## src/rtl/dem_pkg.sv

```systemverilog
`timescale 1ns / 1ps
package dem_pkg;

  localparam int MAX_DIM    = 4;
  localparam int MAX_DEGREE = 3;
  localparam int MAX_DELAY  = 16;
  localparam int LINE_DEPTH = 64;
  localparam int LINE_AW    = $clog2(LINE_DEPTH);
  localparam int RESULT_CAP = 35;
  localparam int FILL_MAX   = 127;

  localparam logic signed [31:0] ONE_Q30 = 32'sh4000_0000;

  typedef enum logic [1:0] {
    REG_DIMENSION  = 2'd0,
    REG_MAX_DEGREE = 2'd1,
    REG_DELAY      = 2'd2,
    REG_NONE       = 2'd3
  } cfg_index_t;

  typedef enum logic [1:0] {
    S_IDLE,
    S_READ,
    S_CALC,
    S_OUT
  } dem_state_t;

  typedef logic [MAX_DIM-1:0][1:0] exp_vec_t;

  typedef struct packed {
    exp_vec_t exps;
    logic     more;
  } adv_t;

  // odometer step: last used exponent fastest, total degree bounded by deg
  function automatic adv_t odo_advance(exp_vec_t e, logic [2:0] dim, logic [1:0] deg);
    adv_t       r;
    logic [2:0] t;
    logic [4:0] s;
    logic       done;
    r.exps = e;
    r.more = 1'b0;
    done   = 1'b0;
    for (int p = MAX_DIM - 1; p >= 0; p--) begin
      if (!done && p < int'(dim)) begin
        t = {1'b0, r.exps[p]} + 3'd1;
        s = '0;
        for (int i = 0; i < MAX_DIM; i++) begin
          if (i == p) s = s + {2'b00, t};
          else        s = s + {3'b000, r.exps[i]};
        end
        if (s <= {3'b000, deg}) begin
          r.exps[p] = t[1:0];
          r.more    = 1'b1;
          done      = 1'b1;
        end else begin
          r.exps[p] = 2'd0;
        end
      end
    end
    return r;
  endfunction

endpackage

```

## src/rtl/dem_sample_if.sv

```systemverilog
`timescale 1ns / 1ps
interface dem_sample_if;
  logic               valid;
  logic               ready;
  logic signed [15:0] sample;

  modport source (output valid, output sample, input ready);
  modport sink (input valid, input sample, output ready);
endinterface

```

## src/rtl/dem_result_if.sv

```systemverilog
`timescale 1ns / 1ps
interface dem_result_if;
  logic               valid;
  logic               ready;
  logic signed [31:0] value;
  logic [5:0]         monomial_index;
  logic [1:0]         exponent_0;
  logic [1:0]         exponent_1;
  logic [1:0]         exponent_2;
  logic [1:0]         exponent_3;
  logic               last_monomial;

  modport source (output valid, output value, output monomial_index, output exponent_0,
                  output exponent_1, output exponent_2, output exponent_3,
                  output last_monomial, input ready);
  modport sink (input valid, input value, input monomial_index, input exponent_0,
                input exponent_1, input exponent_2, input exponent_3,
                input last_monomial, output ready);
endinterface

```

## src/rtl/dem_cfg_if.sv

```systemverilog
`timescale 1ns / 1ps
interface dem_cfg_if;
  logic       valid;
  logic       ready;
  logic [1:0] index;
  logic [4:0] data;

  modport source (output valid, output index, output data, input ready);
  modport sink (input valid, input index, input data, output ready);
endinterface

```

## src/rtl/delay_embedding_monomial_features.sv

```systemverilog
`timescale 1ns / 1ps
// channel   dir   word
// samples   in    sample (signed Q1.15)
// results   out   value (Q2.30), monomial_index, exponent_0..3, last_monomial
// cfg       in    index, data (dimension, max_degree, delay)
//
// samples are accepted only in idle; a full window then starts one line read per
// window element, then per monomial one multiply per unit of degree, a step to see the
// multiplies are done and an output step.
// the sample line ram (one write, one read port) sets the read phase, the single
// multiplier sets the calc phase. no sample is taken until the last word is loaded.
// rst is synchronous; the line needs no clearing since a window is only read once filled.
// a stalled result holds in the output register and freezes the sequencer.
module delay_embedding_monomial_features
  import dem_pkg::*;
(
  input  logic         clk,
  input  logic         rst,
  dem_sample_if.sink   samples,
  dem_result_if.source results,
  dem_cfg_if.sink      cfg
);

  dem_state_t state, state_next;

  logic [2:0] dimension;
  logic [1:0] max_degree;
  logic [4:0] delay;

  logic [2:0] dim_c;
  logic [4:0] dl_c;
  logic [6:0] span;

  logic [LINE_AW-1:0] wp;
  logic [6:0]         fill;
  logic [6:0]         fill_next;

  logic signed [15:0] v [MAX_DIM];
  logic [2:0]         rd_cnt;
  logic               cap_valid;
  logic [1:0]         cap_idx;
  logic [LINE_AW-1:0] raddr;
  logic [15:0]        rdata;
  logic               rd_en;

  exp_vec_t           e;
  exp_vec_t           rem;
  logic signed [31:0] acc;
  logic signed [31:0] mul_y;
  logic [1:0]         sel_d;
  logic               calc_done;
  logic [5:0]         cnt;
  adv_t               adv;
  logic               is_last;

  logic in_acc;
  logic out_load;
  logic ov;

  assign cfg.ready = 1'b1;

  always_ff @(posedge clk) begin
    if (rst) begin
      dimension  <= 3'd1;
      max_degree <= 2'd1;
      delay      <= 5'd1;
    end else if (cfg.valid) begin
      unique case (cfg_index_t'(cfg.index))
        REG_DIMENSION:  dimension  <= cfg.data[2:0];
        REG_MAX_DEGREE: max_degree <= cfg.data[1:0];
        REG_DELAY:      delay      <= cfg.data;
        REG_NONE:       ;
        default:        ;
      endcase
    end
  end

  always_comb begin
    if (dimension == 3'd0)               dim_c = 3'd1;
    else if (dimension > 3'(MAX_DIM))    dim_c = 3'(MAX_DIM);
    else                                 dim_c = dimension;
    if (delay == 5'd0)                   dl_c = 5'd1;
    else if (delay > 5'(MAX_DELAY))      dl_c = 5'(MAX_DELAY);
    else                                 dl_c = delay;
    span = 7'(dim_c - 3'd1) * 7'(dl_c) + 7'd1;
  end

  assign in_acc    = samples.valid && samples.ready;
  assign fill_next = (fill == 7'(FILL_MAX)) ? fill : fill + 7'd1;

  // read address of element rd_cnt, offset wraps around the line
  assign raddr = wp - LINE_AW'(rd_cnt[1:0]) * LINE_AW'(dl_c);

  dem_line_ram u_line (
    .clk   (clk),
    .we    (in_acc),
    .waddr (wp + LINE_AW'(1)),
    .wdata (samples.sample),
    .re    (rd_en),
    .raddr (raddr),
    .rdata (rdata)
  );

  always_comb begin
    sel_d     = 2'd0;
    calc_done = 1'b1;
    for (int d = MAX_DIM - 1; d >= 0; d--) begin
      if (rem[d] != 2'd0) begin
        sel_d     = 2'(d);
        calc_done = 1'b0;
      end
    end
  end

  dem_mulsat u_mul (
    .acc (acc),
    .x   (v[sel_d]),
    .y   (mul_y)
  );

  assign adv     = odo_advance(e, dim_c, max_degree);
  assign is_last = !adv.more || (cnt == 6'(RESULT_CAP - 1));

  // next state
  always_comb begin
    state_next = state;
    unique case (state)
      S_IDLE: if (in_acc && fill_next >= span) state_next = S_READ;
      S_READ: if (rd_cnt == dim_c) state_next = S_CALC;
      S_CALC: if (calc_done) state_next = S_OUT;
      S_OUT:  if (out_load) state_next = is_last ? S_IDLE : S_CALC;
      default: state_next = S_IDLE;
    endcase
  end

  // control outputs
  always_comb begin
    samples.ready = 1'b0;
    rd_en         = 1'b0;
    out_load      = 1'b0;
    unique case (state)
      S_IDLE:  samples.ready = 1'b1;
      S_READ:  rd_en = (rd_cnt < dim_c);
      S_CALC:  ;
      S_OUT:   out_load = !ov || results.ready;
      default: ;
    endcase
  end

  always_ff @(posedge clk) begin
    if (rst) begin
      state     <= S_IDLE;
      wp        <= '0;
      fill      <= '0;
      cap_valid <= 1'b0;
      ov        <= 1'b0;
    end else begin
      state     <= state_next;
      cap_valid <= rd_en;
      if (in_acc) begin
        wp   <= wp + LINE_AW'(1);
        fill <= fill_next;
      end
      if (out_load)           ov <= 1'b1;
      else if (results.ready) ov <= 1'b0;
    end
  end

  always_ff @(posedge clk) begin
    cap_idx <= rd_cnt[1:0];
    if (cap_valid) v[cap_idx] <= rdata;
    unique case (state)
      S_IDLE: begin
        rd_cnt <= '0;
        e      <= '0;
        rem    <= '0;
        cnt    <= '0;
        acc    <= ONE_Q30;
      end
      S_READ:  rd_cnt <= rd_cnt + 3'd1;
      S_CALC: begin
        if (!calc_done) begin
          acc        <= mul_y;
          rem[sel_d] <= rem[sel_d] - 2'd1;
        end
      end
      S_OUT: begin
        if (out_load) begin
          e   <= is_last ? '0 : adv.exps;
          rem <= is_last ? '0 : adv.exps;
          cnt <= cnt + 6'd1;
          acc <= ONE_Q30;
        end
      end
      default: ;
    endcase
  end

  always_ff @(posedge clk) begin
    if (out_load) begin
      results.value          <= acc;
      results.monomial_index <= cnt;
      results.exponent_0     <= e[0];
      results.exponent_1     <= e[1];
      results.exponent_2     <= e[2];
      results.exponent_3     <= e[3];
      results.last_monomial  <= is_last;
    end
  end

  assign results.valid = ov;

endmodule

```

## src/rtl/dem_line_ram.sv

```systemverilog
`timescale 1ns / 1ps
module dem_line_ram
  import dem_pkg::*;
(
  input  logic               clk,
  input  logic               we,
  input  logic [LINE_AW-1:0] waddr,
  input  logic [15:0]        wdata,
  input  logic               re,
  input  logic [LINE_AW-1:0] raddr,
  output logic [15:0]        rdata
);

  logic [15:0] mem [LINE_DEPTH];

  always_ff @(posedge clk) begin
    if (we) mem[waddr] <= wdata;
  end

  always_ff @(posedge clk) begin
    if (re) rdata <= mem[raddr];
  end

endmodule

```

## src/rtl/dem_mulsat.sv

```systemverilog
`timescale 1ns / 1ps
module dem_mulsat
  import dem_pkg::*;
(
  input  logic signed [31:0] acc,
  input  logic signed [15:0] x,
  output logic signed [31:0] y
);

  logic signed [47:0] prod;
  logic signed [48:0] rnd;
  logic signed [33:0] q;

  always_comb begin
    prod = acc * x;
    rnd  = 49'(prod) + 49'sd16384;
    // arithmetic shift floors, giving round half up
    q    = 34'(rnd >>> 15);
    if (q > 34'sh0_7FFF_FFFF)       y = 32'sh7FFF_FFFF;
    else if (q < -34'sh0_8000_0000) y = 32'sh8000_0000;
    else                            y = q[31:0];
  end

endmodule
```

## src/flat_wrapper.sv

```systemverilog
// flat-port wrapper written by rule: the top's interface ports become plain ports
module delay_embedding_monomial_features_flat import dem_pkg::*;
  (clk, rst, samples_valid, samples_sample, samples_ready, results_valid, results_value, results_monomial_index, results_exponent_0, results_exponent_1, results_exponent_2, results_exponent_3, results_last_monomial, results_ready, cfg_valid, cfg_index, cfg_data, cfg_ready);
  dem_sample_if samples_i ();
  dem_result_if results_i ();
  dem_cfg_if cfg_i ();
  input  logic clk;
  input  logic rst;
  input wire logic [$bits(samples_i.valid)-1:0] samples_valid;
  input wire logic [$bits(samples_i.sample)-1:0] samples_sample;
  output wire logic [$bits(samples_i.ready)-1:0] samples_ready;
  output wire logic [$bits(results_i.valid)-1:0] results_valid;
  output wire logic [$bits(results_i.value)-1:0] results_value;
  output wire logic [$bits(results_i.monomial_index)-1:0] results_monomial_index;
  output wire logic [$bits(results_i.exponent_0)-1:0] results_exponent_0;
  output wire logic [$bits(results_i.exponent_1)-1:0] results_exponent_1;
  output wire logic [$bits(results_i.exponent_2)-1:0] results_exponent_2;
  output wire logic [$bits(results_i.exponent_3)-1:0] results_exponent_3;
  output wire logic [$bits(results_i.last_monomial)-1:0] results_last_monomial;
  input wire logic [$bits(results_i.ready)-1:0] results_ready;
  input wire logic [$bits(cfg_i.valid)-1:0] cfg_valid;
  input wire logic [$bits(cfg_i.index)-1:0] cfg_index;
  input wire logic [$bits(cfg_i.data)-1:0] cfg_data;
  output wire logic [$bits(cfg_i.ready)-1:0] cfg_ready;
  assign samples_i.valid = samples_valid;
  assign samples_i.sample = samples_sample;
  assign samples_ready = samples_i.ready;
  assign results_valid = results_i.valid;
  assign results_value = results_i.value;
  assign results_monomial_index = results_i.monomial_index;
  assign results_exponent_0 = results_i.exponent_0;
  assign results_exponent_1 = results_i.exponent_1;
  assign results_exponent_2 = results_i.exponent_2;
  assign results_exponent_3 = results_i.exponent_3;
  assign results_last_monomial = results_i.last_monomial;
  assign results_i.ready = results_ready;
  assign cfg_i.valid = cfg_valid;
  assign cfg_i.index = cfg_index;
  assign cfg_i.data = cfg_data;
  assign cfg_ready = cfg_i.ready;
  delay_embedding_monomial_features u_core (.clk(clk), .rst(rst), .samples(samples_i), .results(results_i), .cfg(cfg_i));
endmodule
```

## config.mk

```make
export PLATFORM = sky130hd
export DESIGN_NAME = delay_embedding_monomial_features_flat
export DESIGN_NICKNAME = d
export VERILOG_FILES = /design/src/rtl/dem_pkg.sv /design/src/rtl/dem_sample_if.sv /design/src/rtl/dem_result_if.sv /design/src/rtl/dem_cfg_if.sv /design/src/rtl/delay_embedding_monomial_features.sv /design/src/rtl/dem_line_ram.sv /design/src/rtl/dem_mulsat.sv /design/src/flat_wrapper.sv
export SDC_FILE = /design/constraint.sdc
export NUM_CORES = 2
export LEC_CHECK = 0
export BUFFER_PORTS_ARGS = -buffer_cell sky130_fd_sc_hd__clkbuf_2
export CORE_UTILIZATION = 40
export DETAILED_ROUTE_END_ITERATION = 10
export PLACE_DENSITY_LB_ADDON = 0.12
export SLEW_MARGIN = 20
export SYNTH_ARGS = -nofsm -noshare
export SYNTH_HDL_FRONTEND = slang
export SYNTH_SLANG_ARGS = --single-unit
export TNS_END_PERCENT = 50
```

## constraint.sdc

```tcl
create_clock -name clk -period 28.9 [get_ports clk]
set_input_delay 2.89 -clock clk [delete_from_list [all_inputs] [get_ports clk]]
set_output_delay 2.89 -clock clk [all_outputs]
set_load 0.02 [all_outputs]
```

# Yosys cells after proc, flatten, opt, wreduce, memory -nomap -nowiden
# Memory sizes are Yosys's and may differ from the RTL's. A register that Yosys moved wholly into a read port is not among the register bits.
# Cells that the tools add are included.
totals:
  regBits: 133
  ramBits: 1088
  output_inout_bits: 50
  word_cells: 194
  mem_count: 2
classes:
  addsub: 25
  n_mul: 3
  magnitude_cmp: 16
  n_eq_ne: 13
  n_mux: 77
  n_reduce_logical: 31
mem_list:
  columns: ["memory", "words", "word_bits", "read_ports", "rd_clocked_by_memory_dff", "wr", "line", "rtl"]
  rows:
  - ["u_core.u_line.mem", 64, 16, 1, 1, 1, "dem_line_ram.sv:14", "logic [15:0] mem [LINE_DEPTH];"]
  - ["u_core.v", 4, 16, 1, 0, 1, "delay_embedding_monomial_features.sv:38", "logic signed [15:0] v [MAX_DIM];"]
op_table:
  columns: ["op", "n"]
  rows:
  - ["2-to-1 mux 32 bit", 4]
  - ["case mux 32 bit (3 select lines)", 1]
  - ["2-to-1 mux 5 bit", 18]
  - ["adder 48 x 16 -> 49 bit, second input constant", 1]
  - ["multiplier 32 x 16 -> 48 bit", 1]
  - ["adder 5 x 2 -> 5 bit", 9]
  - ["2-to-1 mux 2 bit", 18]
  - ["greater-than comparator 34 x 32 -> 1 bit, second input constant", 1]
  - ["< comparator 34 x 32 -> 1 bit, second input constant", 1]
  - ["2-to-1 mux 8 bit", 3]
  - ["case mux 8 bit (3 select lines)", 1]
  - ["less-or-equal comparator 5 x 2 -> 1 bit", 4]
  - ["2-to-1 mux 1 bit", 20]
  - ["case mux 8 bit (2 select lines)", 1]
  - ["adder 5 x 3 -> 5 bit", 3]
  - ["adder 7 x 1 -> 7 bit, second input constant", 2]
  - ["nonzero test 2 bit", 7]
  - ["adder 2 x 1 -> 3 bit, second input constant", 4]
  - ["adder 6 x 1 -> 6 bit, second input constant", 2]
  - ["case mux 6 bit (2 select lines)", 1]
  - ["2-to-1 mux 3 bit", 3]
  - ["bitwise mux 8 bit", 1]
  - ["inequality test 2 x 1 -> 1 bit, second input constant", 4]
  - ["case mux 2 bit (4 select lines)", 1]
  - ["other kinds (35)", 54]

# Longest topological paths before layout
logic_depth:
  ltp_word: 55
  mapped_depth: 55

# Cells and area by module
# A second synthesis with hierarchy kept.
unflattened:
  cells_unflattened: 4717
  hier_area_um2: 68150.4
modules_own_cells:
  columns: ["mod", "n_inst", "cells_per_inst", "area_each_um2"]
  rows:
  - ["dem_line_ram", 1, 1829, 40202.3]
  - ["dem_mulsat", 1, 2076, 18089.8]
  - ["delay_embedding_monomial_features", 1, 812, 9858.2]

# Worst setup path before layout
# OpenSTA, ideal clock, no wires.
synth_path:
  path_kind: "flip-flop to flip-flop"
  from: "register u_core.e[0] in the netlist's numbering"
  to: "register u_core.rem[3] in the netlist's numbering (data pin)"
  arrival_ns: 10.104
  required_ns: 28.630
  path_slack_ns: 18.526
  stages_incl_launch_ff: 50
  path_buffers: 1
  synth_period_minus_slack_ns: 10.374
  cell_sequence: "edfxtp_1 > ha_1 > inv_1 > fa_1 > fa_1 > inv_1 > fa_1 > ha_1 > nand2b_2 > a32oi_4 > o41ai_2 > xnor2_1 > ha_1 > ha_1 > nor2b_1 > o21ai_0 > nand3_1 > a211oi_4 > [14 not listed] > nand3_1 > nor2b_1 > ha_1 > nor2_1 > o41ai_1 > and2_1 > ha_1 > ha_1 > a21oi_1 > a21oi_1 > nor2_1 > o2111ai_1 > o211ai_1 > o311ai_0 > nand2_1 > o21ai_2 > buf_6 > o32ai_1"
synth_via:
  elab_chain_cells: 36
synth_rtl:
  columns: ["item", "line", "rtl"]
  rows:
  - ["start: declaration", "delay_embedding_monomial_features.sv:46", "exp_vec_t e;"]
  - ["start signal: assignment", "delay_embedding_monomial_features.sv:189", "e <= is_last ? '0 : adv.exps;"]
  - ["2-to-1 mux 5 bit", "dem_pkg.sv:45", "if (!done && p < int'(dim)) begin"]
  - ["adder 5 x 2 -> 5 bit", "dem_pkg.sv:50", "else s = s + {3'b000, r.exps[i]};"]
  - ["2-to-1 mux 5 bit", "dem_pkg.sv:45", null]
  - ["adder 5 x 2 -> 5 bit", "dem_pkg.sv:50", null]
  - ["2-to-1 mux 5 bit", "dem_pkg.sv:45", null]
  - ["adder 5 x 3 -> 5 bit", "dem_pkg.sv:49", "if (i == p) s = s + {2'b00, t};"]
  - ["2-to-1 mux 5 bit", "dem_pkg.sv:45", null]
  - ["less-or-equal comparator 5 x 2 -> 1 bit", "dem_pkg.sv:52", "if (s <= {3'b000, deg}) begin"]
  - ["[20 not listed]", null, null]
  - ["less-or-equal comparator 5 x 2 -> 1 bit", "dem_pkg.sv:52", null]
  - ["2-to-1 mux 1 bit", "dem_pkg.sv:52", null]
  - ["2-to-1 mux 3 bit", "dem_pkg.sv:45", null]
  - ["zero test 1 bit", "delay_embedding_monomial_features.sv:122", "assign is_last = !adv.more || (cnt == 6'(RESULT_CAP - 1));"]
  - ["logical OR 1 bit", "delay_embedding_monomial_features.sv:122", null]
  - ["2-to-1 mux 8 bit *", "delay_embedding_monomial_features.sv:190", "rem <= is_last ? '0 : adv.exps;"]
  - ["2-to-1 mux 8 bit *", "delay_embedding_monomial_features.sv:188", "if (out_load) begin"]
  - ["case mux 8 bit (3 select lines) *", "delay_embedding_monomial_features.sv:172", "unique case (state)"]
  - ["end signal: indexed assignment", "delay_embedding_monomial_features.sv:184", "rem[sel_d] <= rem[sel_d] - 2'd1;"]
  - ["end signal: assignment", "delay_embedding_monomial_features.sv:190", null]
  - ["end: declaration", "delay_embedding_monomial_features.sv:47", "exp_vec_t rem;"]
# Mark *: on every way between the ends. The rest lies on a longest branch, timed or not. The select of a mux whose other input is x is not followed.
# A chain may end at the register's enable or synchronous reset.

# Final worst setup path
layout_path:
  from: "register u_core.e[0] in the netlist's numbering"
  to: "register u_core.rem[2] in the netlist's numbering (data pin)"
# The elaborated chain is that of the path after synthesis.

==> run_results.csv <==
group,metric,value,unit
clock_tree,max-clock-path-buffers,3,
critical_path,worst_ep_required_time,29350,ps
floorplan,placeableCoreArea,0.169,mm^2
finish,finalNetCount,5533,
clock_tree,clock_root_buffer,"sky130_fd_sc_hd__clkbuf_16",
floorplan,initial_core_util,0.403,
critical_path,setup.worst_path.start,"u_core.e[0]$_SDFFCE_PN0P_",
clock_tree,cts_hold_buffers,0,
critical_path,worst_r2r_path_depth,52,
finish,post_route_cells_drive_above_1_share,0.159,
clock_tree,cts-buffers-inserted,140,
route,detail-route-antenna-nets,0,
synthesis,synth_top_flop_cell,"sky130_fd_sc_hd__edfxtp_1",
timing,grt_setup_unrepaired,"no",
timing,timing_max_transition_violations_final,0,
global_route,grt_pass1_vias,40300,
critical_path,critical_path.reg2reg.startpoint,"u_core.e[0]$_SDFFCE_PN0P_",
global_route,initial_antenna_violation_count,4,
global_route,overflow,0,
finish,stdcell_count,7130,
synthesis,seq_cells_post_synth,1237,
clock_tree,cts_tree,"yes",
critical_path,path_buf_inv,5,
route,avgRoutedWirePerCell,23.7,um
timing,post-route-period-util,0.419,
place,dp_hpwl,108000,um
place,gp_congestion,0.875,
critical_path,cp-endpoint,"u_core.rem[2]$_DFFE_PP_",
place,port_buffers,76,
synthesis,synth.area.top_cells,"sky130_fd_sc_hd__edfxtp_1, sky130_fd_sc_hd__fa_1, sky130_fd_sc_hd__mux4_2, sky130_fd_sc_hd__ha_1, sky130_fd_sc_hd__inv_1",
clock_tree,clock_sinks,1237,
timing,max_freq,82.6,MHz
critical_path,critical-path-top-cell-by-count,"sky130_fd_sc_hd__ha_1",
global_route,grt_first_pass_wirelength,260000,um
floorplan,die_height,415,um
timing,max_slew_margin,0.256,
clock_tree,post_cts.resized_instances,0,
clock_tree,post_cts_buffers,0,
route,top_layer_used,"met4",
route,wl_met3,7270,um
route,met2WireLength,82300,um
finish,final_util,0.449,
critical_path,timing.critical_path.max_delay_family,"adder cells",
synthesis,post_synth_instance_area,0.0683,mm^2
clock_tree,skew_pair_late_insertion_delay,780,ps
floorplan,fp.dieArea,0.172,mm^2
critical_path,regToRegSetupSlack,16800,ps
timing,fin_setup_tns,0,ps
synthesis,post_synth_edffs,1208,
critical_path,critical_path.max_fanout,11,
route,route.vias.total,38000,
timing,final-hold-violation-count,0,
critical_path,critPathArrivalTime,12560,ps
timing,finalClockSkew,44.3,ps
route,number_of_search_and_repair_iterations_in_the_first_detailed_routing_pass,6,
timing,setup_viol,0,
floorplan,num_io_pins,78,
synthesis,synth_cells,4683,
critical_path,critical_path_cell_count,52,
worst_hold_path,timing.hold.worst_path_depth,1,
timing,worst_slew_pin_slew,1110,ps
critical_path,setup.worst_path.start_class,"flip-flop",
run,max-cap-violations,0,
synthesis,postSynthAreaPerCell,14.6,um^2
synthesis,synth.yosys.seq_area_share,0.540,
finish,n_fill_cell,15200,
global_route,grt_start_max_net_pins,121,
synthesis,yosys.cell_types.count,102,
run_status,outcome,"completed",
synthesis,postSynth.asyncResetShare,0,
worst_hold_path,worstHoldPathType,"flip-flop to flip-flop",
synthesis,yosysWarningCount,0,
timing,final_period_minus_worst_setup_slack,12100,ps
critical_path,worst_path_max_delay_cell,"sky130_fd_sc_hd__fa_1",
route,remaining_drc_errors,0,
route,via_per_inst,5.32,
synthesis,synth_top_area_frac,0.531,
route,wirelength_routed,169000,um
critical_path,critical_path_class,"flip-flop to flip-flop",
floorplan,rows,151,
clock_tree,ctsHtreeMaxLevel,4,
finish,layout-area-overhead-vs-synth,11.4,%
critical_path,worst_path_largest_cell_delay,560,ps
place,dp.cells,6888,
critical_path,cp-end-kind,"flip-flop",
global_route,global_route.usage.total,0.201,
route,detailedRoute.firstIterationViolations,2584,
synthesis,synthDominantAreaCellType,"sky130_fd_sc_hd__edfxtp_1",
floorplan,chipWidth,415,um
clock_tree,worst_setup_hold_path_clk_slew,60,ps
critical_path,r2r_end,"u_core.rem[2]$_DFFE_PP_",
route,wl_met1,77000,um
[synth_stat cells (all sizes together), types with 4 or more instances]
master,n
or3,6
fa,510
a31o,4
nand3,37
nor3,14
and3,12
a21boi,5
dfxtp,29
o21a,6
a21oi,124
mux4,273
or2,40
a21o,38
edfxtp,1208
o31ai,5
and2,208
xor2,35
nor4,4
xnor2,48
nor2,164
nand4,17
nand3b,6
o22ai,19
a41oi,4
clkbuf,182
a221oi,4
a211oi,54
nand2b,22
inv,575
a311oi,17
o21bai,12
o21ai,81
ha,182
mux2i,88
a31oi,27
o211ai,9
nand2,492
a211o,4
buf,41
o221ai,7
nor2b,20
[layout make-up]
class / instances / area (um^2) / share of cell area
flip-flops and latches: 1237 / 36900 / 0.484
multi-input cells: 2652 / 28600 / 0.376
clock buffers: 161 / 3620 / 0.0476
well taps: 2218 / 2780 / 0.0365
inverters: 576 / 2160 / 0.0284
repair buffers: 206 / 1390 / 0.0183
clock inverters: 78 / 674 / 0.00886
diodes: 2 / 5.00 / 0.0000658
[worst min path at each step]
stage,startpoint,endpoint,slack [ps]
global route,u_core.delay[0]$_SDFFE_PP1P_,u_core.delay[0]$_SDFFE_PP1P_,490
floorplan,u_core.delay[0]$_SDFFE_PP1P_,u_core.delay[0]$_SDFFE_PP1P_,440
global placement,u_core.delay[0]$_SDFFE_PP1P_,u_core.delay[0]$_SDFFE_PP1P_,460
CTS,u_core.delay[0]$_SDFFE_PP1P_,u_core.delay[0]$_SDFFE_PP1P_,480
detailed placement,u_core.delay[0]$_SDFFE_PP1P_,u_core.delay[0]$_SDFFE_PP1P_,460
finish,u_core.delay[0]$_SDFFE_PP1P_,u_core.delay[0]$_SDFFE_PP1P_,470
[worst reg2reg max path, delay by kind of cell, from the launching register on]
family / cells / cell delay, ps
adders and majority gates: 15 / 5100
AOI/OAI and AO/OA: 16 / 3000
and+or+nand+nor: 13 / 1950
muxes: 2 / 630
DFF: 1 / 480
buffers and inverters: 5 / 450
xor gates and xnor gates: 1 / 210
[registers in the layout, indices dropped and copies added, names as in the netlist, 2 cells and up]
signal                         count
u_core.u_line.rdata               16
u_core.dimension                   3
u_core.fill                        7
u_core.cap_idx                     2
u_core.results.exponent_3          2
u_core.v                          64
u_core.results.exponent_2          2
u_core.wp                          6
u_core.u_line.mem               1024
u_core.results.exponent_1          2
u_core.max_degree                  2
u_core.results.value              32
u_core.delay                       5
u_core.cnt                         6
u_core.rd_cnt                      3
u_core.acc                        32
u_core.e                           8
u_core.state                       2
u_core.rem                         8
u_core.results.exponent_0          2
u_core.results.monomial_index      6
[kinds of logic after synthesis]
family | count (synthesis) | share of synthesized area
other | 2 | 0.000110
muxes | 363 | 0.103
and+or+nand+nor | 1052 | 0.0723
buffers and inverters | 799 | 0.0450
AOI/OAI and AO/OA | 454 | 0.0462
DFF | 1237 | 0.540
adders and majority gates | 693 | 0.183
xor gates and xnor gates | 83 | 0.0106
[cells in the final DEF (no fill, tap or decap), types with 52 or more instances in the layout]
master                         n
sky130_fd_sc_hd__ha_1        182
sky130_fd_sc_hd__nor2_1      162
sky130_fd_sc_hd__a21oi_1     105
sky130_fd_sc_hd__edfxtp_1   1208
sky130_fd_sc_hd__clkbuf_2     76
sky130_fd_sc_hd__and2_1      206
sky130_fd_sc_hd__a211oi_1     52
sky130_fd_sc_hd__clkbuf_16   142
sky130_fd_sc_hd__inv_1       574
sky130_fd_sc_hd__buf_4       127
sky130_fd_sc_hd__mux2i_1      88
sky130_fd_sc_hd__mux4_2      273
sky130_fd_sc_hd__nand2_1     491
sky130_fd_sc_hd__fa_1        509
[metal layers]
metal  up-vias  track usage
met2       765        0.331
met4         0       0.0404
li1      16800            -
met5         -            0
met3       208       0.0278
met1     20100        0.285
[through the flow]
| step | hold WS, ps | instance area [um^2] | setup WS [ps] |
|---|---|---|---|
| 2_1_floorplan | 436 | 68300 | 18530 |
| 3_3_place_gp | 459 | 71800 | 17090 |
| 3_5_place_dp | 460 | 71800 | 16870 |
| 4_1_cts | 477 | 76100 | 16790 |
| 5_1_grt | 494 | 76100 | 15700 |
| 6_report | 473 | 76100 | 16800 |
Power is not shown: default switching activity piles up to over one toggle a cycle in this logic, so the estimate is an artifact.
